==> src/sv/cls_pkg.sv <==
// ----------------------------------------------------------------------------
// cls_pkg
// Shared codes, status values and controller/datapath signal groups for the
// cursor list record store.
// ----------------------------------------------------------------------------
package cls_pkg;

  // command codes
  localparam logic [2:0] CMD_APPEND  = 3'd0;
  localparam logic [2:0] CMD_ADVANCE = 3'd1;
  localparam logic [2:0] CMD_DELETE  = 3'd2;
  localparam logic [2:0] CMD_SHOW    = 3'd3;
  localparam logic [2:0] CMD_CLEAR   = 3'd4;

  // status codes
  localparam logic [1:0] ST_DONE  = 2'd0;
  localparam logic [1:0] ST_FULL  = 2'd1;
  localparam logic [1:0] ST_NOCUR = 2'd2;

  // record layout: name low, name mid, name high, age, sex, gpa
  localparam int REC_W = 64 + 64 + 32 + 8 + 8 + 16;

  // controller to datapath commands
  typedef struct packed {
    logic       latch;     // capture input beat, clear scan
    logic       scan_inc;  // step free-slot scan
    logic       app_wr;    // write record into scanned slot
    logic       app_link;  // link old tail to new slot
    logic       rd_ptr;    // link read at walk pointer (else at cursor)
    logic       adv_upd;   // cursor takes its successor
    logic       del_head;  // unlink head under cursor
    logic       walk_init; // start predecessor walk at head
    logic       walk_step; // follow one link
    logic       del_link;  // unlink cursor behind predecessor
    logic       clear_all; // empty the list
    logic       show_out;  // present record under cursor
    logic       finish;    // emit result beat
    logic [1:0] status;
  } ctl_t;

  // datapath to controller status
  typedef struct packed {
    logic [2:0] cmd;
    logic       cur_null;
    logic       head_null;
    logic       scan_free;
    logic       scan_last;
    logic       cur_is_head;
    logic       link_hit;
    logic       link_end;
    logic       steps_max;
  } sts_t;

  // byte mask for the stored part of a name word
  function automatic logic [63:0] name_mask(input int base, input int nbytes, input int len);
    logic [63:0] m;
    m = '0;
    for (int b = 0; b < 8; b++) begin
      if (b < nbytes && base + b < len) m[8*b +: 8] = 8'hFF;
    end
    return m;
  endfunction

endpackage

==> src/sv/cursor_list_record_store.sv <==
// ----------------------------------------------------------------------------
// cursor_list_record_store
// Fixed-capacity singly linked list of student records with a cursor:
// append, advance, delete, show and clear, one command per beat.
// ----------------------------------------------------------------------------
//  channel  | handshake          | payload
//  ---------+--------------------+----------------------------------------
//  input    | start, busy        | in_cmd, in_name_bytes_*, age, sex, gpa
//  result   | out_valid (strobe) | out_status, out_record_valid, record
//
//  Clear and unknown commands finish in decode; advance and show go on to
//  their own state unless there is no cursor. Append scans for a free slot,
//  one slot a cycle, then writes the link if the list was not empty. The
//  predecessor walk does one link read per step over the single read port.
//  Reset is synchronous, active low; it empties the list at once.
//  A result is on the ports for one cycle; the receiver cannot stall it.
// ----------------------------------------------------------------------------
module cursor_list_record_store import cls_pkg::*; #(
  parameter int CAPACITY    = 16,
  parameter int NAME_LENGTH = 20
) (
  input  logic        clk,
  input  logic        rst_n,
  input  logic        start,
  output logic        busy,
  input  logic [2:0]  in_cmd,
  input  logic [63:0] in_name_bytes_low,
  input  logic [63:0] in_name_bytes_mid,
  input  logic [31:0] in_name_bytes_high,
  input  logic [7:0]  in_age_in,
  input  logic [7:0]  in_sex_in,
  input  logic [15:0] in_gpa_in,
  output logic        out_valid,
  output logic [1:0]  out_status,
  output logic        out_record_valid,
  output logic [63:0] out_name_out_low,
  output logic [63:0] out_name_out_mid,
  output logic [31:0] out_name_out_high,
  output logic [7:0]  out_age_out,
  output logic [7:0]  out_sex_out,
  output logic [15:0] out_gpa_out
);

  ctl_t ctl;
  sts_t sts;

  cls_ctrl u_ctrl (
    .clk(clk), .rst_n(rst_n), .start(start), .busy(busy), .sts(sts), .ctl(ctl)
  );

  cls_dpath #(.CAPACITY(CAPACITY), .NAME_LENGTH(NAME_LENGTH)) u_dpath (
    .clk(clk), .rst_n(rst_n), .ctl(ctl), .sts(sts),
    .in_cmd(in_cmd), .in_name_bytes_low(in_name_bytes_low),
    .in_name_bytes_mid(in_name_bytes_mid), .in_name_bytes_high(in_name_bytes_high),
    .in_age_in(in_age_in), .in_sex_in(in_sex_in), .in_gpa_in(in_gpa_in),
    .out_valid(out_valid), .out_status(out_status),
    .out_record_valid(out_record_valid),
    .out_name_out_low(out_name_out_low), .out_name_out_mid(out_name_out_mid),
    .out_name_out_high(out_name_out_high), .out_age_out(out_age_out),
    .out_sex_out(out_sex_out), .out_gpa_out(out_gpa_out)
  );

endmodule

==> src/sv/cls_ram.sv <==
// ----------------------------------------------------------------------------
// cls_ram
// Generic single write port, single read port RAM with registered read data.
// ----------------------------------------------------------------------------
module cls_ram #(
  parameter int W = 8,
  parameter int D = 16
) (
  input  logic                 clk,
  input  logic                 we,
  input  logic [$clog2(D)-1:0] waddr,
  input  logic [W-1:0]         wdata,
  input  logic [$clog2(D)-1:0] raddr,
  output logic [W-1:0]         rdata
);

  logic [W-1:0] mem [D];
  logic [W-1:0] rdata_r;

  // write and registered read
  always_ff @(posedge clk) begin
    if (we) mem[waddr] <= wdata;
    rdata_r <= mem[raddr];
  end

  assign rdata = rdata_r;

endmodule

==> src/sv/cls_ctrl.sv <==
// ----------------------------------------------------------------------------
// cls_ctrl
// Command sequencer: decodes the latched command and steps the datapath
// through scan, write, link read and predecessor walk.
// ----------------------------------------------------------------------------
module cls_ctrl import cls_pkg::*; (
  input  logic clk,
  input  logic rst_n,
  input  logic start,
  output logic busy,
  input  sts_t sts,
  output ctl_t ctl
);

  typedef enum logic [3:0] {
    S_IDLE, S_DECODE, S_SCAN, S_LINK, S_ADV, S_DNXT, S_WRD, S_WCHK, S_SHOW
  } state_t;

  state_t state_r, state_nxt;

  // next state and commands
  always_comb begin
    state_nxt = state_r;
    ctl       = '0;
    ctl.status = ST_DONE;
    unique case (state_r)
      S_IDLE: begin
        if (start) begin
          ctl.latch = 1'b1;
          state_nxt = S_DECODE;
        end
      end
      S_DECODE: begin
        unique case (sts.cmd)
          CMD_APPEND: state_nxt = S_SCAN;
          CMD_ADVANCE: begin
            if (sts.cur_null) begin
              ctl.finish = 1'b1; ctl.status = ST_NOCUR; state_nxt = S_IDLE;
            end else begin
              state_nxt = S_ADV;
            end
          end
          CMD_DELETE: begin
            if (sts.cur_null || sts.head_null) begin
              ctl.finish = 1'b1; ctl.status = ST_NOCUR; state_nxt = S_IDLE;
            end else begin
              state_nxt = S_DNXT;
            end
          end
          CMD_SHOW: begin
            if (sts.cur_null) begin
              ctl.finish = 1'b1; ctl.status = ST_NOCUR; state_nxt = S_IDLE;
            end else begin
              state_nxt = S_SHOW;
            end
          end
          CMD_CLEAR: begin
            ctl.clear_all = 1'b1; ctl.finish = 1'b1; state_nxt = S_IDLE;
          end
          default: begin
            ctl.finish = 1'b1; state_nxt = S_IDLE;
          end
        endcase
      end
      S_SCAN: begin
        if (sts.scan_free) begin
          ctl.app_wr = 1'b1;
          if (sts.head_null) begin
            ctl.finish = 1'b1; state_nxt = S_IDLE;
          end else begin
            state_nxt = S_LINK;
          end
        end else if (sts.scan_last) begin
          ctl.finish = 1'b1; ctl.status = ST_FULL; state_nxt = S_IDLE;
        end else begin
          ctl.scan_inc = 1'b1;
        end
      end
      S_LINK: begin
        ctl.app_link = 1'b1; ctl.finish = 1'b1; state_nxt = S_IDLE;
      end
      S_ADV: begin
        ctl.adv_upd = 1'b1; ctl.finish = 1'b1; state_nxt = S_IDLE;
      end
      S_DNXT: begin
        if (sts.cur_is_head) begin
          ctl.del_head = 1'b1; ctl.finish = 1'b1; state_nxt = S_IDLE;
        end else begin
          ctl.walk_init = 1'b1; state_nxt = S_WRD;
        end
      end
      S_WRD: begin
        ctl.rd_ptr = 1'b1; state_nxt = S_WCHK;
      end
      S_WCHK: begin
        if (sts.link_hit) begin
          ctl.del_link = 1'b1; ctl.finish = 1'b1; state_nxt = S_IDLE;
        end else if (sts.steps_max || sts.link_end) begin
          ctl.finish = 1'b1; ctl.status = ST_NOCUR; state_nxt = S_IDLE;
        end else begin
          ctl.walk_step = 1'b1; state_nxt = S_WRD;
        end
      end
      S_SHOW: begin
        ctl.show_out = 1'b1; ctl.finish = 1'b1; state_nxt = S_IDLE;
      end
      default: state_nxt = S_IDLE;
    endcase
  end

  // hold state
  always_ff @(posedge clk) begin
    if (!rst_n) state_r <= S_IDLE;
    else        state_r <= state_nxt;
  end

  assign busy = (state_r != S_IDLE);

  a_start_busy: assert property (@(posedge clk) disable iff (!rst_n)
    start && !busy |=> busy) else $error("accepted beat did not raise busy");
  a_finish_idle: assert property (@(posedge clk) disable iff (!rst_n)
    ctl.finish |=> !busy) else $error("finish did not return to idle");
  a_one_op: assert property (@(posedge clk) disable iff (!rst_n)
    $onehot0({ctl.app_link, ctl.del_head, ctl.del_link, ctl.adv_upd, ctl.clear_all}))
    else $error("conflicting list updates");

endmodule

==> src/sv/cls_dpath.sv <==
// ----------------------------------------------------------------------------
// cls_dpath
// List datapath: record and link RAMs, slot-in-use bits, head, tail, cursor
// and walk registers, result registers.
// ----------------------------------------------------------------------------
module cls_dpath import cls_pkg::*; #(
  parameter int CAPACITY    = 16,
  parameter int NAME_LENGTH = 20
) (
  input  logic        clk,
  input  logic        rst_n,
  input  ctl_t        ctl,
  output sts_t        sts,
  input  logic [2:0]  in_cmd,
  input  logic [63:0] in_name_bytes_low,
  input  logic [63:0] in_name_bytes_mid,
  input  logic [31:0] in_name_bytes_high,
  input  logic [7:0]  in_age_in,
  input  logic [7:0]  in_sex_in,
  input  logic [15:0] in_gpa_in,
  output logic        out_valid,
  output logic [1:0]  out_status,
  output logic        out_record_valid,
  output logic [63:0] out_name_out_low,
  output logic [63:0] out_name_out_mid,
  output logic [31:0] out_name_out_high,
  output logic [7:0]  out_age_out,
  output logic [7:0]  out_sex_out,
  output logic [15:0] out_gpa_out
);

  localparam int IW = $clog2(CAPACITY);
  localparam int SW = $clog2(CAPACITY + 1);
  localparam logic [SW-1:0] NIL = SW'(CAPACITY);
  localparam logic [63:0] MASK_LOW  = name_mask(0, 8, NAME_LENGTH);
  localparam logic [63:0] MASK_MID  = name_mask(8, 8, NAME_LENGTH);
  localparam logic [63:0] MASK_HIGH = name_mask(16, 4, NAME_LENGTH);

  logic [2:0]      cmd_r;
  logic [REC_W-1:0] rec_in_r;
  logic [IW-1:0]   scan_r;
  logic [SW-1:0]   head_r, tail_r, cur_r, ptr_r, nxt_r, steps_r;
  logic [CAPACITY-1:0] in_use_r;

  logic            rec_we, link_we;
  logic [IW-1:0]   link_waddr, link_raddr;
  logic [SW-1:0]   link_wdata, link_rdata, scan_slot;
  logic [REC_W-1:0] rec_rdata;

  assign scan_slot = SW'(scan_r);

  // record and link storage
  assign rec_we = ctl.app_wr;

  cls_ram #(.W(REC_W), .D(CAPACITY)) u_rec_ram (
    .clk(clk), .we(rec_we), .waddr(scan_r), .wdata(rec_in_r),
    .raddr(cur_r[IW-1:0]), .rdata(rec_rdata)
  );

  always_comb begin
    link_we    = ctl.app_wr | ctl.app_link | ctl.del_link;
    link_waddr = scan_r;
    link_wdata = NIL;
    if (ctl.app_link) begin
      link_waddr = tail_r[IW-1:0];
      link_wdata = scan_slot;
    end else if (ctl.del_link) begin
      link_waddr = ptr_r[IW-1:0];
      link_wdata = nxt_r;
    end
  end

  assign link_raddr = ctl.rd_ptr ? ptr_r[IW-1:0] : cur_r[IW-1:0];

  cls_ram #(.W(SW), .D(CAPACITY)) u_link_ram (
    .clk(clk), .we(link_we), .waddr(link_waddr), .wdata(link_wdata),
    .raddr(link_raddr), .rdata(link_rdata)
  );

  // latch input beat
  always_ff @(posedge clk) begin
    if (ctl.latch) begin
      cmd_r    <= in_cmd;
      rec_in_r <= {in_name_bytes_low & MASK_LOW, in_name_bytes_mid & MASK_MID,
                   in_name_bytes_high & MASK_HIGH[31:0], in_age_in, in_sex_in, in_gpa_in};
    end
  end

  // list registers
  always_ff @(posedge clk) begin
    if (!rst_n) begin
      head_r   <= NIL;
      tail_r   <= NIL;
      cur_r    <= NIL;
      in_use_r <= '0;
      scan_r   <= '0;
    end else begin
      if (ctl.latch)    scan_r <= '0;
      if (ctl.scan_inc) scan_r <= scan_r + 1'b1;
      if (ctl.app_wr) begin
        in_use_r[scan_r] <= 1'b1;
        if (head_r == NIL) begin
          head_r <= scan_slot;
          tail_r <= scan_slot;
          cur_r  <= scan_slot;
        end
      end
      if (ctl.app_link) tail_r <= scan_slot;
      if (ctl.adv_upd)  cur_r  <= link_rdata;
      if (ctl.del_head) begin
        head_r <= link_rdata;
        cur_r  <= link_rdata;
        if (tail_r == cur_r) tail_r <= NIL;
        in_use_r[cur_r[IW-1:0]] <= 1'b0;
      end
      if (ctl.del_link) begin
        cur_r <= nxt_r;
        if (tail_r == cur_r) tail_r <= ptr_r;
        in_use_r[cur_r[IW-1:0]] <= 1'b0;
      end
      if (ctl.clear_all) begin
        head_r   <= NIL;
        tail_r   <= NIL;
        cur_r    <= NIL;
        in_use_r <= '0;
      end
    end
  end

  // predecessor walk
  always_ff @(posedge clk) begin
    if (ctl.walk_init) begin
      nxt_r   <= link_rdata;
      ptr_r   <= head_r;
      steps_r <= '0;
    end
    if (ctl.walk_step) begin
      ptr_r   <= link_rdata;
      steps_r <= steps_r + 1'b1;
    end
  end

  // status to controller
  always_comb begin
    sts.cmd         = cmd_r;
    sts.cur_null    = (cur_r >= NIL);
    sts.head_null   = (head_r >= NIL);
    sts.scan_free   = !in_use_r[scan_r];
    sts.scan_last   = (scan_slot == NIL - 1'b1);
    sts.cur_is_head = (cur_r == head_r);
    sts.link_hit    = (link_rdata == cur_r);
    sts.link_end    = (link_rdata >= NIL);
    sts.steps_max   = (steps_r == NIL);
  end

  // result beat
  logic        out_valid_r, out_record_valid_r;
  logic [1:0]  out_status_r;
  logic [REC_W-1:0] out_rec_r;

  always_ff @(posedge clk) begin
    if (!rst_n) out_valid_r <= 1'b0;
    else        out_valid_r <= ctl.finish;
    out_status_r       <= ctl.status;
    out_record_valid_r <= ctl.show_out;
    out_rec_r          <= ctl.show_out ? rec_rdata : '0;
  end

  assign out_valid        = out_valid_r;
  assign out_status       = out_status_r;
  assign out_record_valid = out_record_valid_r;
  assign {out_name_out_low, out_name_out_mid, out_name_out_high,
          out_age_out, out_sex_out, out_gpa_out} = out_rec_r;

  a_head_tail: assert property (@(posedge clk) disable iff (!rst_n)
    head_r == NIL |-> tail_r == NIL) else $error("tail set on empty list");
  a_strobe: assert property (@(posedge clk) disable iff (!rst_n)
    out_valid_r |=> !out_valid_r) else $error("back-to-back result strobes");
  a_rec_status: assert property (@(posedge clk) disable iff (!rst_n)
    out_valid_r && out_record_valid_r |-> out_status_r == ST_DONE)
    else $error("record shown with error status");

endmodule
==> config.mk <==
export PLATFORM = sky130hd
export DESIGN_NAME = cursor_list_record_store
export DESIGN_NICKNAME = d
export VERILOG_FILES = /design/src/sv/cls_pkg.sv /design/src/sv/cursor_list_record_store.sv /design/src/sv/cls_ram.sv /design/src/sv/cls_ctrl.sv /design/src/sv/cls_dpath.sv
export SDC_FILE = /design/constraint.sdc
export NUM_CORES = 2
export LEC_CHECK = 0
export BUFFER_PORTS_ARGS = -buffer_cell sky130_fd_sc_hd__buf_4
export CAP_MARGIN = 15
export CORE_ASPECT_RATIO = 1.4
export CORE_MARGIN = 1.5
export CORE_UTILIZATION = 27
export CTS_BUF_LIST = sky130_fd_sc_hd__clkbuf_16
export DETAILED_ROUTE_END_ITERATION = 6
export GPL_ROUTABILITY_DRIVEN = 0
export GPL_TIMING_DRIVEN = 0
export PLACE_DENSITY = 0.41
export SETUP_SLACK_MARGIN = 0.3
export SLEW_MARGIN = 15
export SYNTH_ARGS = -nofsm -noshare
export SYNTH_HDL_FRONTEND = slang
export SYNTH_HIERARCHICAL = 1
export SYNTH_SLANG_ARGS = --single-unit
export TNS_END_PERCENT = 20
==> constraint.sdc <==
create_clock -name clk -period 44.3 [get_ports clk]
set_clock_uncertainty 0.1 [all_clocks]
set_input_delay 0 -clock clk [delete_from_list [all_inputs] [get_ports clk]]
set_output_delay 0 -clock clk [all_outputs]
set_load 0.01 [all_outputs]
==> results.toml <==
[outcome]
status = "complete, no violations"

[detailed_routing]
drc = 0
drtIter0Drc = 5439
routed_wl_mm = 436.7
topRoutingLayerUsed = "met5"
vias = 68024
dr_wl_met2_mm = 232.0
postRouteAntennaNets = 0
wl_met1_mm = 176.4
drtPass1Iterations = 7
wl_per_cell_um = 29.58
wl_met3_mm = 17.71
viasPerCell = 4.607

[sta]
slew_viol_final = 0
tightestPinTransition_ps = 1239
setup_viol = 0
slew_headroom = 0.1741
holdWs_ps = 122.2
fmax_mhz = 173.9
min_period_ps = 5752
finalCritPeriodShare = 0.1298
rsz0062_at_grt = "false"
hold_viol_final = 0
setup-tns-final_ps = 0

[flow_run]
maxCapViolCount = 0

[critical_path]
cp.buffers_inverters = 11
crit_fanout = 11
worstPathArrival_ps = 6360
slowest_delay_ps = 620
path_cells = "buf_6 > mux4_1 > mux4_2 > inv_1 > and3_1 > or3b_2 > nor3_2 > buf_4 > buf_4 > buf_6 > buf_4 > buf_4 > buf_4 > buf_6 > buf_6 > buf_6"
crit_type = "flop to flop"
slowest_stage = "dfxtp_1"
critPathCaptureType = "flop"
crit_path_start_kind = "flop"
cp_data_required_time_ps = 44910
r2r_slack_ps = 38550
cp_top_family = "buffers and inverters"

[synthesis]
synth_top_area_frac = 0.7374
synth_edf_count = 3362
ys.flop_type = "edfxtp_1"
netlist_area_um2 = 136900
synthCells = 6181
ys_seq_area_frac = 0.8006
ys_top_cells_by_count = "3362 x edfxtp_1, 731 x mux4_2, 432 x dfxtp_1"
syn_nets = 6386
synth_largest_area_cell = "edfxtp_1"
synth.area.top_cells = "edfxtp_1 74%, mux4_2 12%, dfxtp_1 6.3%, a22oi_1 1.8%, mux2_2 1.0%"
post-synth-top-count-cell = "edfxtp_1"
synth.distinct_cells = 61
ys_ff_latch = 3794
synth-warning-count = 6
postSynthAreaPerCell_um2 = 22.15
synthArstFlopShare = 0

[cts]
cts-root-buf = "clkbuf_16"
clkSinkCount = 3794
clkLatencyLatePin_ps = 1020
numCtsBuffers = 397
post_cts_resized = 0
htreeDepth = 5
clockBufferDepth = 4
cts_tree = "built"
clk_pin_slew_worst_paths_ps = 60

[floorplan]
coreArea_um2 = 505300
start_util = 0.2709
die_y_um = 845.5
rows = 309
pin_count = 395
die_area_um2 = 511400
fp.dieW_um = 604.8

[global_routing]
first_global_vias = 72717
grt_util_all_layers = 0.1680
grt_pass1_wl_mm = 597.4
antenna_found_initial = 58
grt_overflow = 0
grt_max_degree = 33

[placed_design]
dp_hpwl_mm = 301.7
portBuffers = 394
placed_cells = 13599

[final_layout]
syn_to_final_growth_pct = 24.39
n_fill_cell = 47861
nets = 7912
final_cells = 14766
drive_gt1_frac = 0.2868

[power]
power_density_nw_per_um2 = 42.52
leakagePower_nw = 54.35
ir_drop_mv = 0.03054
power_mw = 7.242

[hold_path]
hold_path.class = "primary input to flop"
## registers in the layout (all words and copies together), names as in the netlist, 5 cells and up
| name | cells |
|---|---|
| u_dpath/ptr_r | 5 |
| u_dpath/in_use_r | 16 |
| u_dpath/steps_r | 5 |
| u_dpath/tail_r | 5 |
| u_dpath/head_r | 5 |
| u_dpath/u_rec_ram/mem | 3072 |
| u_dpath/u_link_ram/rdata | 5 |
| u_dpath/cur_r | 5 |
| u_dpath/out_rec_r | 192 |
| u_dpath/rec_in_r | 192 |
| u_dpath/u_rec_ram/rdata | 192 |
| u_dpath/u_link_ram/mem | 80 |
| u_dpath/nxt_r | 5 |
## kinds of logic after synthesis
logic type               count (synthesis)  synth area share
AO/OA/AOI/OAI                          500           0.02697
XOR/XNOR                                19          0.001216
adder cells (fa/ha/maj)                  7         0.0006397
buffers and inverters                  339           0.01198
flip-flops                            3794            0.8006
multiplexers                           903            0.1343
AND/OR/NAND/NOR                        619           0.02430
## per-stage QoR
| step | worst slack [ps] | area [um^2] | utilization |
|---|---|---|---|
| floorplan | 27830 | 136900 | - |
| global placement | 5031 | 148200 | 0.2933 |
| detailed placement | 38490 | 154000 | 0.3047 |
| CTS | 38470 | 170200 | 0.3368 |
| global route | 38360 | 170300 | 0.3369 |
| finish | 38550 | 170300 | 0.3370 |
## per-layer routing
layer  global-route usage  vias to the layer above
met5                    0                        -
met4              0.04059                        8
met3              0.02108                      476
met2               0.3088                     1608
met1               0.2076                    37230
li1                     -                    28702
## power breakdown
part / internal (mW) / switching, mW / leakage (nW)
combinational: 0.0413 / 0.0351 / 14.2
clock: 1.76 / 1.44 / 6.43
sequential: 3.92 / 0.0482 / 33.8
total: 5.72 / 1.52 / 54.4
## layout by cell type, fill, tap and decap left out, types with 119 or more instances in the layout
| master | instances |
|---|---|
| buf_4 | 554 |
| clkbuf_16 | 406 |
| edfxtp_1 | 3362 |
| clkbuf_1 | 122 |
| inv_1 | 124 |
| dfxtp_1 | 432 |
| mux2_2 | 123 |
| dlygate4sd3_1 | 395 |
| a22oi_1 | 323 |
| nand2_1 | 163 |
| buf_12 | 119 |
| mux4_2 | 731 |
| and2_1 | 205 |
## worst paths after layout
| path | to | start | cells after the start |
|---|---|---|---|
| worst max-delay path | u_dpath/u_rec_ram/mem[0][94]$_DFFE_PP_ | u_dpath/scan_r[1]$_SDFFE_PN0P_ | 16 |
| worst min-delay path | u_dpath/cmd_r[2]$_DFFE_PP_ | start | 3 |
| worst max register to register | u_dpath/u_rec_ram/mem[0][94]$_DFFE_PP_ | u_dpath/scan_r[1]$_SDFFE_PN0P_ | 16 |
| worst min register to register | u_dpath/out_rec_r[126]$_SDFF_PN0_ | u_dpath/u_rec_ram/rdata[126]$_DFF_P_ | 1 |
## timing repair
item	4_1_cts	5_1_grt
hold buffers	395	0
endpoints found under the hold margin	335	0
setup buffers	0	0
## area by class of cell
class                   instances  area, um^2  area share
plain buffers                 324        1620    0.009515
repair buffers               1127       12470     0.07324
diodes                         29       72.57   0.0004261
clock buffers                 406       10160     0.05966
multi-input cells            2048       25800      0.1515
flip-flops and latches       3794      109600      0.6436
clock inverters               337        2141     0.01257
inverters                      15       56.30   0.0003306
well taps                    6686        8366     0.04912
## worst min-delay path, stage by stage
cell           delay, ps
dlygate4sd3_1        540
buf_4                140
and3_4               290
Power figures use the tool's default switching activity.
